### config.mk
export PLATFORM = sky130hd
export DESIGN_NAME = asht_front
export DESIGN_NICKNAME = d
export VERILOG_FILES = /design/src/asht_pkg.sv /design/src/asht_front.sv
export SDC_FILE = /design/constraint.sdc
export NUM_CORES = 2
export LEC_CHECK = 0
export BUFFER_PORTS_ARGS = -buffer_cell sky130_fd_sc_hd__buf_4
export CORE_ASPECT_RATIO = 1.2
export CORE_MARGIN = 2
export CORE_UTILIZATION = 35
export DETAILED_ROUTE_END_ITERATION = 16
export GPL_TIMING_DRIVEN = 0
export PLACE_DENSITY = 0.55
export RECOVER_POWER = 50
export SLEW_MARGIN = 20
export SYNTH_ARGS = -nofsm -noshare
export SYNTH_HDL_FRONTEND = slang
export SYNTH_SLANG_ARGS = --single-unit
### constraint.sdc
create_clock -name i_clk -period 12.86 [get_ports i_clk]
set_input_delay 0.643 -clock i_clk [delete_from_list [all_inputs] [get_ports i_clk]]
set_output_delay 0.643 -clock i_clk [all_outputs]
set_load 0.005 [all_outputs]
### src/asht_pkg.sv
// Package for the address/size hash table: constants, status codes, hash constants.
// No dependencies.
package asht_pkg;

    localparam int unsigned TableEntriesDefault = 4096;
    localparam int unsigned ProbeLimitDefault   = 32;

    localparam logic [63:0] HashMul1 = 64'h0000_0000_85eb_ca6b;
    localparam logic [63:0] HashMul2 = 64'h0000_0000_c2b2_ae35;

    localparam int unsigned FifoDepth = 2;

    typedef enum logic [1:0] {
        ST_OK   = 2'd0,
        ST_MISS = 2'd1,
        ST_ZERO = 2'd2
    } t_status;

    localparam logic REQ_STORE = 1'b0;
    localparam logic REQ_TAKE  = 1'b1;

    // Classified request handed from the front to the back.
    typedef struct packed {
        logic        req_type;
        logic        table_sel;
        logic        is_zero;
        logic [63:0] address;
        logic [63:0] store_size;
        logic [63:0] hash;
    } t_job;

endpackage

### src/asht_front.sv
// Front end: accepts requests and runs the two-multiply hash pipeline.
// Depends on asht_pkg.
module asht_front (
    input  logic              i_clk,
    input  logic              i_rst_n,
    input  logic              i_push,
    output logic              o_full,
    input  logic              i_req_type,
    input  logic              i_table_sel,
    input  logic [63:0]       i_address,
    input  logic [63:0]       i_store_size,
    output logic              o_job_valid,
    output asht_pkg::t_job    o_job,
    input  logic              i_job_ready
);
    import asht_pkg::*;

    // three stages: xor/mul1, xor/mul2, final xor
    logic [2:0]  r_vld;
    t_job        r_s0, r_s1, r_s2;
    logic        adv2, adv1, adv0;
    logic [63:0] k0, k1, k2;

    // 64x32 product mod 2^64 from two 32x32 partial products
    function automatic logic [63:0] mul_c(input logic [63:0] a, input logic [31:0] c);
        logic [63:0] lo;
        logic [31:0] hi;
        lo = {32'd0, a[31:0]} * {32'd0, c};
        hi = a[63:32] * c;
        return {lo[63:32] + hi, lo[31:0]};
    endfunction

    assign adv2 = !r_vld[2] || i_job_ready;
    assign adv1 = !r_vld[1] || adv2;
    assign adv0 = !r_vld[0] || adv1;
    assign o_full = !adv0;

    assign k0 = {12'd0, i_address[63:12]};
    assign k1 = r_s0.hash ^ (r_s0.hash >> 13);
    assign k2 = r_s1.hash ^ (r_s1.hash >> 16);

    // valid bits
    always_ff @(posedge i_clk) begin
        if (!i_rst_n) begin
            r_vld <= '0;
        end else begin
            if (adv2) r_vld[2] <= r_vld[1];
            if (adv1) r_vld[1] <= r_vld[0];
            if (adv0) r_vld[0] <= i_push;
        end
    end

    // payload and hash stages
    always_ff @(posedge i_clk) begin
        if (adv0) begin
            r_s0.req_type   <= i_req_type;
            r_s0.table_sel  <= i_table_sel;
            r_s0.is_zero    <= (i_address == 64'd0);
            r_s0.address    <= i_address;
            r_s0.store_size <= i_store_size;
            r_s0.hash       <= mul_c(k0 ^ (k0 >> 16), HashMul1[31:0]);
        end
        if (adv1) begin
            r_s1.req_type   <= r_s0.req_type;
            r_s1.table_sel  <= r_s0.table_sel;
            r_s1.is_zero    <= r_s0.is_zero;
            r_s1.address    <= r_s0.address;
            r_s1.store_size <= r_s0.store_size;
            r_s1.hash       <= mul_c(k1, HashMul2[31:0]);
        end
        if (adv2) begin
            r_s2.req_type   <= r_s1.req_type;
            r_s2.table_sel  <= r_s1.table_sel;
            r_s2.is_zero    <= r_s1.is_zero;
            r_s2.address    <= r_s1.address;
            r_s2.store_size <= r_s1.store_size;
            r_s2.hash       <= k2;
        end
    end

    assign o_job_valid = r_vld[2];
    assign o_job       = r_s2;
endmodule

After elaboration in Yosys (flattened, before gate mapping). Index checks and enable logic that the tools add are counted.

$add $sub $neg: 2. Multipliers: 4. Bitwise gates (word level): 3. Reduce and logical (&&, ||, !) cells: 8.

Operators by type and width (number): $mul A32 B32 Y64 const B (2); $add A32 B32 Y32 (2); $logic_not A64 Y1 (1); $xor A64 B48 Y64 (1); $xor A64 B51 Y64 (1); $xor A52 B36 Y52 (1); $mul A20 B32 Y32 const B (1); $mul A32 B31 Y32 const B (1); $logic_not A1 Y1 (4); $logic_or A1 B1 Y1 (3).

Flip-flop bits (word level): 588. Input port bits: 134. Output and inout bits: 197. Word-level logic and storage cells: 38.

Depth between registers and ports, before layout.
Depth in word-level cells: 5. Mapped depth: 53. Depth with buffers taken out: 53.

Worst setup path after synthesis. Ideal clock, no wire load.

Kind: input-to-reg. Start point: in i_address[22]. End point: reg r_s0[59] (netlist bit), data pin. Setup time: 265 ps. Data arrival time: 12873 ps. Required time: 12595 ps. Path slack: -278 ps. Cell stages on the path: 47. Buffers on the path: 1. Path through: xor2_1 -> inv_1 -> fa_1 -> inv_1 -> fa_1 -> fa_1 -> fa_1 -> inv_1 -> fa_1 -> inv_1 -> fa_1 -> inv_1 -> fa_1 -> fa_1 -> inv_1 -> ha_1 -> clkbuf_1 -> a21oi_1 -> [... 11 more ...] -> fa_1 -> inv_1 -> fa_1 -> inv_1 -> fa_1 -> fa_1 -> fa_1 -> ha_1 -> a21o_1 -> a21oi_1 -> nor2b_1 -> o21bai_1 -> a41oi_1 -> a2111oi_0 -> a21o_1 -> a21oi_1 -> o21ai_0 -> xor2_1.

Longest elaborated chain between the ends: 3.

Ends and longest elaborated chain: from (decl) (line asht_front.sv:10) `input logic [63:0] i_address,`; $xor A52 B36 Y52 (line asht_front.sv:61) `r_s0.hash <= mul_c(k0 ^ (k0 >> 16), HashMul1[31:0]);`; $mul A32 B32 Y64 (line asht_front.sv:28) `lo = {32'd0, a[31:0]} * {32'd0, c};`; $add A32 B32 Y32 (line asht_front.sv:30) `return {lo[63:32] + hi, lo[31:0]};`; to (decl) (line asht_front.sv:20) `t_job r_s0, r_s1, r_s2;`.

No other way between the ends. A chain may end at the register's enable or synchronous reset.

Final worst setup path.
Start point: reg r_s0[25] (netlist bit). End point: reg r_s1[62] (netlist bit), data pin.

Longest elaborated chain between the ends: 3.

Ends and longest elaborated chain: $xor A64 B51 Y64 (line asht_front.sv:39) `assign k1 = r_s0.hash ^ (r_s0.hash >> 13);`; $mul A32 B32 Y64 (line asht_front.sv:28); $add A32 B32 Y32 (line asht_front.sv:30); to (decl) (line asht_front.sv:20).

No other way between the ends.

==> results.sh <==
export IMPL_status="finished with violations"
export IMPL_violations="capacitance limit, slew limit, setup timing"
export IMPL_initial_core_util_pct=35.2
export IMPL_finalHoldViolCount=0
export IMPL_core_area_sq_um=205000
export IMPL_synth_area_sq_um=72100
export IMPL_dr_pass1_iters=5
export IMPL_max_freq_mhz=77.1
export IMPL_timing_final_crit_share_pct=101
export IMPL_yosys_area_top_type_share_pct=34.2
export IMPL_insertion_delay_ns=0.75
export IMPL_hp_class="input pin to register"
export IMPL_syn_mean_instance_area_sq_um=11.9
export IMPL_ant_nets=0
export IMPL_timing_hold_worst_start="i_address[9]"
export IMPL_drive_above_1_share_pct=15.7
export IMPL_yosys_cell_types_count=71
export IMPL_syn_inst=6069
export IMPL_synth_most_common_cell="inv_1"
export IMPL_slew_headroom_pct=-45.5
export IMPL_drtIter0Drc=1976
export IMPL_worst_ep_required_time_ns=13.30
export IMPL_post_route_drc_count=0
export IMPL_r2r_cells=46
export IMPL_cts_sinks=588
export IMPL_area_growth_pct=19.0
export IMPL_yosysTopAreaCell="fa_1"
export IMPL_track_usage_pct=19.3
export IMPL_max_stage_delay_ns=0.62
export IMPL_num_rows=182
export IMPL_antenna_found_initial=2
export IMPL_grt_max_degree=92
export IMPL_die_w_um=418
export IMPL_cp_slowest_cell="fa_1"
export IMPL_synth_area_leaders="fa_1 (34%), edfxtp_1 (24%), ha_1 (20%)"
export IMPL_ys_warn_count=0
export IMPL_grt_pass1_wl_um=300000
export IMPL_setup_viol=5
export IMPL_crit_path_start_kind="register"
export IMPL_holdPathStages=1
export IMPL_wl_per_cell_um=21.3
export IMPL_ys_seq_area_share_pct=24.5
export IMPL_hpwl_um=173000
export IMPL_reg2reg_from="r_s0[25]$_DFFE_PN_"
export IMPL_critPathCaptureType="register"
export IMPL_synth_seq_cells=588
export IMPL_post_route_min_period_ns=12.98
export IMPL_vias=44100
export IMPL_critPathMaxFanout=6
export IMPL_cp_arrival_ns=13.42
export IMPL_max_cap_violations=1
export IMPL_dieArea_sq_um=210000
export IMPL_grt_pass1_vias=48500
export IMPL_worst_pin_slew_ns=2.17
export IMPL_finish_utilization_pct=41.9
export IMPL_gr_total_overflow=0
export IMPL_cts_buffers=68
export IMPL_clock_skew_ns=0.0626
export IMPL_synth_commonest_cells="inv_1 (1776), fa_1 (1230), ha_1 (1134)"
export IMPL_root_buffer="clkbuf_16"
export IMPL_cts_buffer_depth=3
export IMPL_rsz0062_at_grt="yes"
export IMPL_fillers=19300
export IMPL_via_per_inst=4.67
export IMPL_routed_wl_um=201000
export IMPL_clk_pin_slew_ns=0.06
export IMPL_reg2reg_slack_ns=-0.12
export IMPL_gp_congestion=0.941
export IMPL_cts_tree="done"
export IMPL_die_h_um=501
export IMPL_path_class="register to register"
export IMPL_r2r_end="r_s1[62]$_DFFE_PP_"
export IMPL_min_delay_worst_endpoint="r_s0[137]$_DFFE_PN_"
export IMPL_port_buffer_count=330
export IMPL_path_common_cell="fa_1"
export IMPL_synth_fp_nets=8567
export IMPL_num_io_pins=331
export IMPL_finalMaxSlewViolations=39
export IMPL_synth_ff_type="edfxtp_1"
export IMPL_htreeDepth=3
export IMPL_synthArstFlopShare_pct=0
export IMPL_synth_edf_count=585
export IMPL_nets=9215
export IMPL_finalWorstSetupSlack_ns=-0.118
repair_timing:
action / 4_1_cts / 5_1_grt
gates resized for setup: 276 / 277
setup buffers: 143 / 88
pin swaps: 129 / 170
setup endpoints to repair: 40 / 25
gates cloned: 0 / 0
endpoints found under the hold margin: 7 / 0
hold buffers: 7 / 0
cell usage in the layout, fill, tap and decap left out, types with 16 or more instances in the layout:
master and instances:
nor2b_1 19, nand3_1 42, inv_2 44, fa_2 69, clkbuf_16 68, xor2_4 44, and3_1 16, clkbuf_1 111
a21o_1 100, ha_1 1041, buf_6 28, xor2_2 36, a21oi_1 140, nor2_1 80, o21a_1 20, inv_1 1720
nand2b_1 19, fa_1 1161, xnor2_1 173, buf_4 245, xor2_1 113, nand2_1 92, o21bai_1 21, ha_2 19
xnor2_2 16, a21oi_2 24, o21ai_1 20, edfxtp_1 585, clkbuf_4 203, nand4_1 22, ha_4 74, o21ai_0 58
critical path: cells and delay by family, from the launching register on:
family | cells | cell delay (ns)
fa+ha+maj | 18 | 7.77
compound gates | 14 | 2.78
simple gates | 6 | 0.64
xor+xnor | 3 | 0.52
flops | 1 | 0.50
buf+inv | 5 | 0.45
metrics by stage:
step / cells / hold WS [ns] / instance area (sq um) / TNS [ns] / worst slack (ns)
3_3_place_gp: 9067 / 0.400 / 78000 / -60.19 / -2.55
4_1_cts: 9358 / 0.000222 / 84200 / -0.263 / -0.136
6_report: 9441 / 0.103 / 85800 / -0.337 / -0.118
5_1_grt: 9440 / 0.0613 / 85800 / -5.56 / -0.508
3_5_place_dp: 9088 / 0.405 / 78800 / -64.93 / -2.68
2_1_floorplan: 6069 / 0.400 / 72200 / 0 / 0.0203
kinds of logic after synthesis:
kind of cell | count (synthesis) | share of synthesized area, %
AND/OR/NAND/NOR | 383 | 2.63
multiplexers | 2 | 0.0278
flip-flops | 588 | 24.5
AO/OA/AOI/OAI | 520 | 4.73
adder cells (fa/ha/maj) | 2364 | 53.8
buffers and inverters | 1813 | 9.44
XOR/XNOR | 399 | 4.89
per-layer routing:
| metal | vias up | GRT usage, % | wire length, um |
|---|---|---|---|
| li1 | 20400 | - | - |
| met4 | 0 | 7.07 | 9130 |
| met2 | 869 | 34.7 | 103000 |
| met3 | 301 | 2.14 | 7450 |
| met5 | - | 0 | 0 |
| met1 | 22600 | 23.7 | 81700 |
area by class of cell:
cell class	instances	area (sq um)	share of cell area [%]
Clock inverter	46	601	0.700
Antenna cell	2	5.00	0.00583
Buffer	26	97.6	0.114
Multi-Input combinational cell	3668	51000	59.4
Inverter	1776	6700	7.81
Clock buffer	78	1750	2.04
Timing Repair Buffer	589	4690	5.47
Sequential cell	588	17600	20.5
Tap cell	2668	3340	3.89
how the worst max path moves through the flow:
stage	from	to	slack (ns)	depth (start not counted)
after global placement	i_address[42]	r_s0[63]$_DFFE_PN_	-2.55	48
final	r_s0[25]$_DFFE_PN_	r_s1[62]$_DFFE_PP_	-0.12	46
after detailed placement	i_address[42]	r_s0[63]$_DFFE_PN_	-2.68	48
after floorplan	i_address[40]	r_s0[59]$_DFFE_PN_	0.02	43
after CTS	r_s0[24]$_DFFE_PN_	r_s1[62]$_DFFE_PP_	-0.14	49
after global routing	r_s0[23]$_DFFE_PN_	r_s1[63]$_DFFE_PP_	-0.51	45
registers in the layout, indices dropped and copies added, names as in the netlist:
signal	flops
o_job	195
r_s0	195
r_s1	195
r_vld	3
Power is left out: the tool's default activity adds up to more than one toggle a clock period on the data nets, which glitch-free logic cannot reach.
