===== config.mk =====
export PLATFORM = sky130hd
export DESIGN_NAME = asht_queue
export DESIGN_NICKNAME = d
export VERILOG_FILES = /design/src/asht_pkg.sv /design/src/asht_queue.sv
export SDC_FILE = /design/constraint.sdc
export NUM_CORES = 1
export LEC_CHECK = 0
export ABC_CLOCK_PERIOD_IN_PS = 5250
export BUFFER_PORTS_ARGS = -buffer_cell sky130_fd_sc_hd__buf_4
export CAP_MARGIN = 10
export CORE_MARGIN = 2
export CORE_UTILIZATION = 47
export CTS_CLUSTER_DIAMETER = 100
export DETAILED_ROUTE_END_ITERATION = 10
export PLACE_DENSITY = 0.79
export SETUP_SLACK_MARGIN = 0.15
export SYNTH_ARGS = -nofsm -noshare
export SYNTH_HDL_FRONTEND = slang
export SYNTH_SLANG_ARGS = --single-unit

===== constraint.sdc =====
create_clock -name i_clk -period 5.25 [get_ports i_clk]
set_clock_uncertainty 0.1 [all_clocks]
set_input_delay 0.525 -clock i_clk [delete_from_list [all_inputs] [get_ports i_clk]]
set_output_delay 0.525 -clock i_clk [all_outputs]
set_load 0.05 [all_outputs]

===== src/asht_pkg.sv =====
// Package for the address/size hash table: constants, status codes, hash constants.
// No dependencies.
package asht_pkg;

    localparam int unsigned TableEntriesDefault = 4096;
    localparam int unsigned ProbeLimitDefault   = 32;

    localparam logic [63:0] HashMul1 = 64'h0000_0000_85eb_ca6b;
    localparam logic [63:0] HashMul2 = 64'h0000_0000_c2b2_ae35;

    localparam int unsigned FifoDepth = 2;

    typedef enum logic [1:0] {
        ST_OK   = 2'd0,
        ST_MISS = 2'd1,
        ST_ZERO = 2'd2
    } t_status;

    localparam logic REQ_STORE = 1'b0;
    localparam logic REQ_TAKE  = 1'b1;

    // Classified request handed from the front to the back.
    typedef struct packed {
        logic        req_type;
        logic        table_sel;
        logic        is_zero;
        logic [63:0] address;
        logic [63:0] store_size;
        logic [63:0] hash;
    } t_job;

endpackage


===== src/asht_queue.sv =====
// Short job queue between the front and the back.
// Depends on asht_pkg.
module asht_queue (
    input  logic           i_clk,
    input  logic           i_rst_n,
    input  logic           i_wr_valid,
    output logic           o_wr_ready,
    input  asht_pkg::t_job i_wr_job,
    output logic           o_rd_valid,
    input  logic           i_rd_ready,
    output asht_pkg::t_job o_rd_job
);
    import asht_pkg::*;

    t_job r_mem [FifoDepth];
    logic r_wp, r_rp;
    logic [1:0] r_cnt;
    logic wr, rd;

    assign o_wr_ready = (r_cnt != 2'(FifoDepth));
    assign o_rd_valid = (r_cnt != 2'd0);
    assign wr = i_wr_valid && o_wr_ready;
    assign rd = o_rd_valid && i_rd_ready;
    assign o_rd_job = r_mem[r_rp];

    // pointers and count
    always_ff @(posedge i_clk) begin
        if (!i_rst_n) begin
            r_wp <= 1'b0;
            r_rp <= 1'b0;
            r_cnt <= 2'd0;
        end else begin
            if (wr) r_wp <= !r_wp;
            if (rd) r_rp <= !r_rp;
            r_cnt <= r_cnt + 2'(wr) - 2'(rd);
        end
    end

    always_ff @(posedge i_clk) begin
        if (wr) r_mem[r_wp] <= i_wr_job;
    end
endmodule


* After elaboration in Yosys (flattened, before gate mapping) *
Memories as Yosys holds them, arrays and structs flattened. A register that Yosys moved wholly into a read port is not among the register bits.
Cells that the tools add are included.

word-level totals
  output and inout port bits = 197
  memories = 1
  bits in writable memories = 390
  bits in latches = 0
  memory bits (read-only) = 0
  input bits = 199
  logic and storage cells = 16
  register bits after elaboration = 4

memories
  memory  words  bits a word  rd ports  clocked after Yosys merged registers in  write ports  RTL line          text
  r_mem   2      195          1         1                                        1            asht_queue.sv:15  t_job r_mem [FifoDepth];

cells by class
  equality and inequality tests = 1
  div/mod/pow operators = 0
  multiplexer cells = 4
  shift operators = 0
  multiply operators = 0
  reductions and logical operators = 5
  add/subtract/negate cells = 2
  $lt $le $gt $ge = 0
  bitwise logic cells = 0

operators with widths
  operator                                      number
  1-bit 2-to-1 mux                              4
  2-bit by 1-bit adder with 2-bit output        1
  1-bit logical AND                             2
  1-bit logical NOT                             2
  2-bit inequality test, second input constant  1
  2-bit nonzero test                            1
  2-bit by 1-bit subtractor with 2-bit output   1

* Depth between registers and ports, before layout *
Gate-level depths: netlist of the first run.

  depth in word-level cells = 4
  mapped depth = 6
  depth with buffers taken out = 6

* Worst setup path after synthesis of the first run *
Ideal clock, no wire load.

  path kind = reg-to-reg
  from = reg r_cnt[0]
  to = mem r_mem[1][0] (netlist bit) (enable)
  setup slack = -0.930 ns
  arrival time = 5.500 ns
  cell stages (with the launch flop) = 3
  library setup time = 0.581 ns
  cells stage by stage = dfxtp_1 nand2b_1 and3_1

between the ends
  longest elaborated chain between the ends = 4

ends and longest elaborated chain
  item                                    RTL line          text
  start, declared                         asht_queue.sv:17  logic [1:0] r_cnt;
  start signal, assigned                  asht_queue.sv:35  r_cnt <= r_cnt + 2'(wr) - 2'(rd);
  2-bit inequality test                   asht_queue.sv:20  assign o_wr_ready = (r_cnt != 2'(FifoDepth));
  named net o_wr_ready                    asht_queue.sv:7   output logic o_wr_ready,
  1-bit logical AND                       asht_queue.sv:22  assign wr = i_wr_valid && o_wr_ready;
  1-bit 2-to-1 mux                        asht_queue.sv:40  if (wr) r_mem[r_wp] <= i_wr_job;
  1-bit 2-to-1 mux (implied by the code)  asht_queue.sv:40
  end, declared                           asht_queue.sv:15

The timed path passes the listed nets, and every way through them passes these cells.

==> impl_metrics.prom, run 1 <==
# TYPE chip_impl_metric gauge
chip_impl_info{name="outcome",value="finished clean"} 1
chip_impl_metric{name="reg2reg_setup_slack",unit="ns"} 2.68
chip_impl_metric{name="worstSkewPairLatency",unit="ns"} 0.50
chip_impl_metric{name="timing.slew.headroom",unit="%"} 35.8
chip_impl_info{name="synth-main-ff-cell",value="sky130_fd_sc_hd__edfxtp_1"} 1
chip_impl_metric{name="initial_utilization",unit="%"} 47.5
chip_impl_metric{name="layout-drive-gt1-share",unit="%"} 60.4
chip_impl_metric{name="dr_total_vias",unit=""} 7305
chip_impl_info{name="tritoncts",value="done"} 1
chip_impl_metric{name="antenna_found_initial",unit=""} 1
chip_impl_info{name="clock_tree.root_cell",value="sky130_fd_sc_hd__clkbuf_16"} 1
chip_impl_metric{name="synth_async_sr_flop_share",unit="%"} 0
chip_impl_info{name="rsz_0062_raised_after_global_routing",value="false"} 1
chip_impl_metric{name="cts.repair.resized",unit=""} 0
chip_impl_metric{name="power.density",unit="mW/mm^2"} 499
chip_impl_info{name="top_count_cell_post_synth",value="sky130_fd_sc_hd__edfxtp_1"} 1
chip_impl_metric{name="fp.dieArea",unit="sq mm"} 0.0333
chip_impl_metric{name="route.detailed.drc",unit=""} 0
chip_impl_metric{name="cts-buffers-inserted",unit=""} 40
chip_impl_metric{name="synth_edf_count",unit=""} 390
chip_impl_metric{name="dp_hpwl",unit="um"} 19800
chip_impl_metric{name="synth_compound_area_share",unit="%"} 0.293
chip_impl_metric{name="viasPerCell",unit=""} 4.91
chip_impl_metric{name="wl",unit="um"} 29000
chip_impl_metric{name="clock_sinks",unit=""} 395
chip_impl_metric{name="synth.cell_area",unit="sq mm"} 0.0150
chip_impl_metric{name="synth_mux_area_share",unit="%"} 18.5
chip_impl_info{name="holdCritPathClass",value="in -> reg"} 1
chip_impl_info{name="synth.cells.most_frequent",value="sky130_fd_sc_hd__edfxtp_1, sky130_fd_sc_hd__mux2_4, sky130_fd_sc_hd__mux2_2"} 1
chip_impl_metric{name="height_of_the_chip",unit="um"} 182
chip_impl_metric{name="yosysSeqAreaShare",unit="%"} 79.0
chip_impl_metric{name="multiInputGateArea",unit="sq mm"} 0.00292
chip_impl_metric{name="gr-usage-all-layers",unit="%"} 17.0
chip_impl_metric{name="sequential_cell_area",unit="sq mm"} 0.0118
chip_impl_metric{name="coreArea",unit="sq mm"} 0.0315
chip_impl_metric{name="drt-initial-drc-count",unit=""} 341
chip_impl_metric{name="critPathMaxFanout",unit=""} 99
chip_impl_metric{name="tightest_slew",unit="ns"} 0.961
chip_impl_info{name="critical_path_class",value="reg -> out"} 1
chip_impl_info{name="kind_of_capture_point_of_the_worst_setup_path",value="output pin"} 1
chip_impl_metric{name="period_share",unit="%"} 62.3
chip_impl_metric{name="synth_simple_gate_area_share",unit="%"} 0.586
chip_impl_metric{name="maxSlewViolCount",unit=""} 0
chip_impl_metric{name="cts_hold_buffers",unit=""} 0
chip_impl_metric{name="place_inst",unit=""} 1419
chip_impl_metric{name="finalNonFillerCells",unit=""} 1487
chip_impl_metric{name="design.final.nets",unit=""} 1259
chip_impl_metric{name="site_row_count",unit=""} 65
chip_impl_metric{name="synth.lib_cells_used.distinct",unit=""} 25
chip_impl_info{name="synth.area.top_cells",value="sky130_fd_sc_hd__edfxtp_1, sky130_fd_sc_hd__mux2_4, sky130_fd_sc_hd__mux2_2, sky130_fd_sc_hd__buf_6, sky130_fd_sc_hd__dfxtp_1"} 1
chip_impl_metric{name="antenna_left",unit=""} 0
chip_impl_metric{name="postCtsSetupBuffers",unit=""} 0
chip_impl_metric{name="grt_remaining_overflow",unit=""} 0
chip_impl_metric{name="wl_per_cell",unit="um"} 19.5
chip_impl_metric{name="grt_pass1_vias",unit=""} 7704
chip_impl_info{name="worstSetupStartpointType",value="flip-flop"} 1
chip_impl_metric{name="share_of_the_synthesized_area_in_the_top_cell_type",unit="%"} 78.3
chip_impl_metric{name="cp_data_required_time",unit="ns"} 4.62
chip_impl_metric{name="report.final.hold_viol_count",unit=""} 0
chip_impl_metric{name="place.gp.congestion",unit=""} 0.750
chip_impl_metric{name="die_width",unit="um"} 182
chip_impl_metric{name="n_fill_cell",unit=""} 2174
chip_impl_metric{name="yosys.area_share.xor_xnor",unit="%"} 0.0586
chip_impl_metric{name="floorplan.io_pins",unit=""} 396
chip_impl_metric{name="areaGrowthSynthToFinish",unit="%"} 30.5
chip_impl_info{name="largest_family_of_logic_cells_by_synthesized_area",value="multiplexers"} 1
chip_impl_metric{name="worstPathArrival",unit="ns"} 2.65
chip_impl_metric{name="synthesis.instances",unit=""} 637
chip_impl_metric{name="fmax",unit="MHz"} 306
chip_impl_metric{name="ctsHtreeMaxLevel",unit=""} 2
chip_impl_metric{name="synth_net_count",unit=""} 837
chip_impl_metric{name="clk_transition_reported_paths",unit="ns"} 0.06
chip_impl_metric{name="syn_avg_cell_area",unit="sq um"} 23.5
chip_impl_metric{name="synth_adder_area_share",unit="%"} 0.0837
chip_impl_metric{name="maximum_number_of_pins_on_one_net_before_global_route_repair",unit=""} 100
chip_impl_metric{name="report.final.setup_viol",unit=""} 0
chip_impl_metric{name="drt_first_pass_iters",unit=""} 4
chip_impl_metric{name="numPortBuffers",unit=""} 395
chip_impl_metric{name="ir_worst_vdd",unit="mV"} 0.381
chip_impl_metric{name="maxCapViolations",unit=""} 0
chip_impl_metric{name="postSynthRegisterBits",unit=""} 395
chip_impl_metric{name="setup_total_negative_slack",unit="ns"} 0
chip_impl_metric{name="leakage",unit="uW"} 0.00752
chip_impl_metric{name="final.min_clock_period",unit="ns"} 3.27
chip_impl_metric{name="pre_cts_ws",unit="ns"} 2.49
chip_impl_metric{name="yosys_warnings",unit=""} 0
chip_impl_metric{name="finalWorstSetupSlack",unit="ns"} 1.98
chip_impl_metric{name="grt_first_pass_wirelength",unit="um"} 43100
chip_impl_metric{name="max-clock-path-buffers",unit=""} 3
chip_impl_info{name="synth_top_area_cell",value="sky130_fd_sc_hd__edfxtp_1"} 1
[through the flow]
| stage | total power [uW] | hold WS (ns) | utilization (%) | instance area (sq um) |
|---|---|---|---|---|
| 3_5_place_dp | 7240 | 0.412 | 58.2 | 18300 |
| 2_1_floorplan | 6440 | 0.372 | - | 15000 |
| 6_report | 9740 | 0.0980 | 62.0 | 19500 |
| 4_1_cts | 9830 | 0.0744 | 62.0 | 19500 |
| 3_3_place_gp | 7200 | 0.385 | 58.2 | 18300 |
| 5_1_grt | 10100 | 0.0679 | 62.0 | 19500 |
[layer usage]
| metal | vias to the layer above | track usage, % | routed length (um) |
|---|---|---|---|
| li1 | 3377 | - | - |
| met1 | 3559 | 19.2 | 10700 |
| met2 | 317 | 30.6 | 15100 |
| met3 | 52 | 5.45 | 2530 |
| met4 | 0 | 5.26 | 748 |
| met5 | - | 0 | 0 |
[sequential cells by signal, indices dropped and copies added (netlist names), named ones only]
signal / flops
r_cnt: 2
r_mem: 390
r_rp: 1
r_wp: 1
[kinds of logic after synthesis]
logic type / count (synthesis)
compound gates: 6
mux: 195
fa+ha+maj: 1
flops: 395
xor+xnor: 1
simple gates: 15
buf+inv: 24
[cell usage in the layout, fill, tap and decap left out, drive strengths merged]
master / n
o21ai: 2
mux2: 195
edfxtp: 390
o31a: 1
a21oi: 1
and2b: 1
and3: 2
dfxtp: 5
nor3: 1
nand3: 1
nor2: 4
nor4: 1
clkinv: 14
xor2: 1
diode: 1
o21ba: 1
clkinvlp: 3
inv: 1
nand3b: 1
buf: 402
nor4bb: 1
ha: 1
bufinv: 2
a21bo: 1
clkbuf: 49
nand2b: 1
and2: 1
or2: 1
[layout make-up]
class                      instances  share of cell area [%]
sequential                       395                    60.5
timing repair buffer             402                    15.8
multi-input combinational        218                    14.9
clock buffer                      49                    5.41
tap                              402                    2.58
clock inverter                    18                   0.699
inverter                           2                  0.0577
antenna                            1                  0.0128
[worst paths after layout]
kind                startpoint  cells past startpoint            end
hold / removal    i_wr_job[16]                      1   r_mem[0][16]
setup reg to reg      r_cnt[0]                      4  r_mem[0][116]
hold reg to reg           r_rp                      2           r_rp
setup / recovery     flip-flop                      3   o_rd_job[58]
[worst max-delay path, stage by stage, from the launching register on]
cell	delay, ns
sky130_fd_sc_hd__dfxtp_4	0.78
sky130_fd_sc_hd__buf_12	0.50
sky130_fd_sc_hd__mux2_4	0.36
sky130_fd_sc_hd__buf_4	0.19
[where the power goes]
group          internal, uW  switching, uW  total [uW]
Combinational          1180           2020        3200
Clock                  1520           1070        2590
Sequential             3830            118        3950
Note: power is estimated with default switching activity, not from simulation.
==> inputs of run 2 (changes only) <==
--- a/config.mk
+++ b/config.mk
@@ -5,7 +5,7 @@
 export SDC_FILE = /design/constraint.sdc
 export NUM_CORES = 1
 export LEC_CHECK = 0
-export ABC_CLOCK_PERIOD_IN_PS = 5250
+export ABC_CLOCK_PERIOD_IN_PS = 2700
 export BUFFER_PORTS_ARGS = -buffer_cell sky130_fd_sc_hd__buf_4
 export CAP_MARGIN = 10
 export CORE_MARGIN = 2
==> constraint.sdc (replaced) <==
create_clock -name i_clk -period 2.7 [get_ports i_clk]
set_clock_uncertainty 0.1 [all_clocks]
set_input_delay 0.27 -clock i_clk [delete_from_list [all_inputs] [get_ports i_clk]]
set_output_delay 0.27 -clock i_clk [all_outputs]
set_load 0.05 [all_outputs]
==> impl_metrics.prom, run 2 (synthesized netlist as in run 1, its figures left out) <==
# TYPE chip_impl_metric gauge
chip_impl_info{name="outcome",value="finished clean"} 1
chip_impl_metric{name="route.detailed.drc",unit=""} 0
chip_impl_metric{name="reg2reg_depth",unit=""} 3
chip_impl_metric{name="route.met2.wl",unit="um"} 18100
chip_impl_metric{name="antenna_left",unit=""} 0
chip_impl_metric{name="fmax",unit="MHz"} 442
chip_impl_info{name="rsz_0062_raised_after_global_routing",value="false"} 1
chip_impl_info{name="final_cell_mix",value="sky130_fd_sc_hd__buf_4, sky130_fd_sc_hd__edfxtp_1, sky130_fd_sc_hd__dlygate4sd3_1"} 1
chip_impl_info{name="critical_path.reg2reg.endpoint",value="r_mem[1][97]"} 1
chip_impl_metric{name="critPathMaxFanout",unit=""} 39
chip_impl_metric{name="antenna_found_initial",unit=""} 1
chip_impl_metric{name="pre_cts_ws",unit="ns"} 0.716
chip_impl_metric{name="die_width",unit="um"} 182
chip_impl_info{name="r2r_start",value="r_cnt[0]"} 1
chip_impl_metric{name="power.density",unit="mW/mm^2"} 899
chip_impl_metric{name="gr-usage-all-layers",unit="%"} 19.8
chip_impl_metric{name="wl_per_cell",unit="um"} 20.0
chip_impl_metric{name="maxCapViolations",unit=""} 0
chip_impl_metric{name="finalNonFillerCells",unit=""} 1703
chip_impl_info{name="crit_top_cell",value="sky130_fd_sc_hd__buf_4"} 1
chip_impl_metric{name="height_of_the_chip",unit="um"} 182
chip_impl_metric{name="ctsHtreeMaxLevel",unit=""} 2
chip_impl_metric{name="dp_hpwl",unit="um"} 21100
chip_impl_metric{name="fp.dieArea",unit="sq mm"} 0.0333
chip_impl_metric{name="place.gp.congestion",unit=""} 0.777
chip_impl_metric{name="clock_sinks",unit=""} 395
chip_impl_metric{name="largest_register_ffs",unit=""} 390
chip_impl_metric{name="maximum_number_of_pins_on_one_net_before_global_route_repair",unit=""} 82
chip_impl_info{name="crit_end",value="o_rd_job[40]"} 1
chip_impl_metric{name="internal_power",unit="uW"} 13000
chip_impl_metric{name="met3_wirelength",unit="um"} 2170
chip_impl_info{name="crit_path_cell_trace",value="buf_4, buf_12, mux2_2, buf_4"} 1
chip_impl_metric{name="floorplan.io_pins",unit=""} 396
chip_impl_metric{name="dpl-instance-area",unit="sq mm"} 0.0185
chip_impl_info{name="regMostFlops",value="r_mem"} 1
chip_impl_metric{name="clock_power_share",unit="%"} 26.4
chip_impl_info{name="layout.cells.most_common",value="sky130_fd_sc_hd__buf_4"} 1
chip_impl_metric{name="finalCoreUtilization",unit="%"} 69.1
chip_impl_info{name="top_routing_layer_used",value="met4"} 1
chip_impl_metric{name="viasPerCell",unit=""} 4.90
chip_impl_info{name="holdCritPathClass",value="in -> reg"} 1
chip_impl_metric{name="drt-initial-drc-count",unit=""} 447
chip_impl_metric{name="areaGrowthSynthToFinish",unit="%"} 45.5
chip_impl_metric{name="coreArea",unit="sq mm"} 0.0315
chip_impl_metric{name="reg2reg_setup_slack",unit="ns"} 0.79
chip_impl_metric{name="report.final.setup_viol",unit=""} 0
chip_impl_metric{name="grt_remaining_overflow",unit=""} 0
chip_impl_metric{name="design.final.nets",unit=""} 1471
chip_impl_metric{name="cp_data_required_time",unit="ns"} 2.33
chip_impl_metric{name="clk_transition_reported_paths",unit="ns"} 0.06
chip_impl_info{name="reg.largest.list",value="r_mem (390), r_cnt (2)"} 1
chip_impl_info{name="clock_tree.root_cell",value="sky130_fd_sc_hd__clkbuf_16"} 1
chip_impl_metric{name="power.switching",unit="uW"} 6540
chip_impl_metric{name="period_share",unit="%"} 83.9
chip_impl_metric{name="site_row_count",unit=""} 65
chip_impl_metric{name="max-clock-path-buffers",unit=""} 3
chip_impl_metric{name="grt_first_pass_wirelength",unit="um"} 50300
chip_impl_metric{name="maxSlewViolCount",unit=""} 0
chip_impl_metric{name="grt_pass1_vias",unit=""} 9027
chip_impl_metric{name="leakage",unit="uW"} 0.00846
chip_impl_info{name="critical_path_class",value="reg -> out"} 1
chip_impl_metric{name="slowest_delay",unit="ns"} 0.40
chip_impl_metric{name="p_seq_share",unit="%"} 39.0
chip_impl_metric{name="final_cell_area",unit="sq mm"} 0.0218
chip_impl_metric{name="timing.slew.headroom",unit="%"} 60.6
chip_impl_info{name="cp_max_delay_cell",value="sky130_fd_sc_hd__mux2_2"} 1
chip_impl_metric{name="ir_worst_vdd",unit="mV"} 0.710
chip_impl_metric{name="wirelength_met1",unit="um"} 12600
chip_impl_metric{name="cts-buffers-inserted",unit=""} 41
chip_impl_info{name="tritoncts",value="done"} 1
chip_impl_metric{name="initial_utilization",unit="%"} 47.5
chip_impl_metric{name="numPortBuffers",unit=""} 395
chip_impl_metric{name="p_comb_share",unit="%"} 34.6
chip_impl_metric{name="dr_total_vias",unit=""} 8341
chip_impl_metric{name="swShare",unit="%"} 33.4
chip_impl_metric{name="tightest_slew",unit="ns"} 0.591
chip_impl_metric{name="finalWorstSetupSlack",unit="ns"} 0.435
chip_impl_metric{name="layout-drive-gt1-share",unit="%"} 51.6
chip_impl_info{name="worstSetupStartpointType",value="flip-flop"} 1
chip_impl_metric{name="worstPathArrival",unit="ns"} 1.89
chip_impl_metric{name="drt_first_pass_iters",unit=""} 4
chip_impl_metric{name="worstSkewPairLatency",unit="ns"} 0.51
chip_impl_metric{name="wl",unit="um"} 34000
chip_impl_info{name="kind_of_capture_point_of_the_worst_setup_path",value="output pin"} 1
chip_impl_metric{name="place_inst",unit=""} 1430
chip_impl_metric{name="final.min_clock_period",unit="ns"} 2.26
chip_impl_metric{name="report.final.hold_viol_count",unit=""} 0
run 2: changes by cell type in the layout (fill, tap and decap cells not counted), sizes merged:
cell and change:
clkbuf +1, buf +14, dlygate4sd3 +197, clkinv +5
clkinvlp -1
run 2: area by class of cell:
class / instances / area (sq um)
Sequential cell: 395 / 11800
Inverter: 2 / 11.3
Multi-Input combinational cell: 218 / 2920
Tap cell: 402 / 503
Fill cell: 1870 / 9720
Clock inverter: 22 / 155
Clock buffer: 50 / 1060
Timing Repair Buffer: 613 / 5280
Antenna cell: 1 / 2.50
run 2: metrics by stage:
step                setup TNS [ns]  hold WS (ns)  total power (uW)
CTS                              0        0.0592             19600
global placement                 0         0.354             14200
detailed placement               0         0.358             14200
floorplan                  -448.14         0.269             12500
finish                           0        0.0781             19600
global route                     0         0.101             20200
run 2: what timing repair did:
item                       CTS  global route
resized for setup            0             0
setup endpoints to repair    0            15
hold endpoints to repair   395             0
setup buffers                0             3
hold buffers               197             0
run 2: routing by layer:
metal | GRT usage, % | up-vias
li1 | - | 3810
met1 | 22.1 | 4108
met2 | 36.6 | 333
met3 | 4.81 | 90
met4 | 7.45 | 0
met5 | 0 | -
run 2: worst min path at each step:
| stage | start | endpoint | slack, ns | cells after the start |
|---|---|---|---|---|
| after floorplan | i_wr_job[0] | r_mem[0][0] | 0.27 | 0 |
| after global placement | i_wr_job[16] | r_mem[0][16] | 0.35 | 1 |
| after detailed placement | i_wr_job[31] | r_mem[1][31] | 0.36 | 1 |
| after CTS | i_rd_ready | r_rp | 0.06 | 4 |
| after global routing | i_rd_ready | r_rp | 0.10 | 4 |
| final | i_rd_ready | r_rp | 0.08 | 4 |
run 2: power by group through the flow:
stage	clock [uW]	sequential [uW]	combinational, uW
6_report	5160	7630	6770
5_1_grt	5500	7670	7000
4_1_cts	5250	7660	6710
3_5_place_dp	0	7780	6460
3_3_place_gp	0	7740	6420
2_1_floorplan	0	7750	4780
run 2: worst max-delay path: cells and delay by family, from the launching register on:
kind                   cells  cell delay, ns
DFF                        1            0.39
buffers and inverters      3            0.56
muxes                      1            0.40
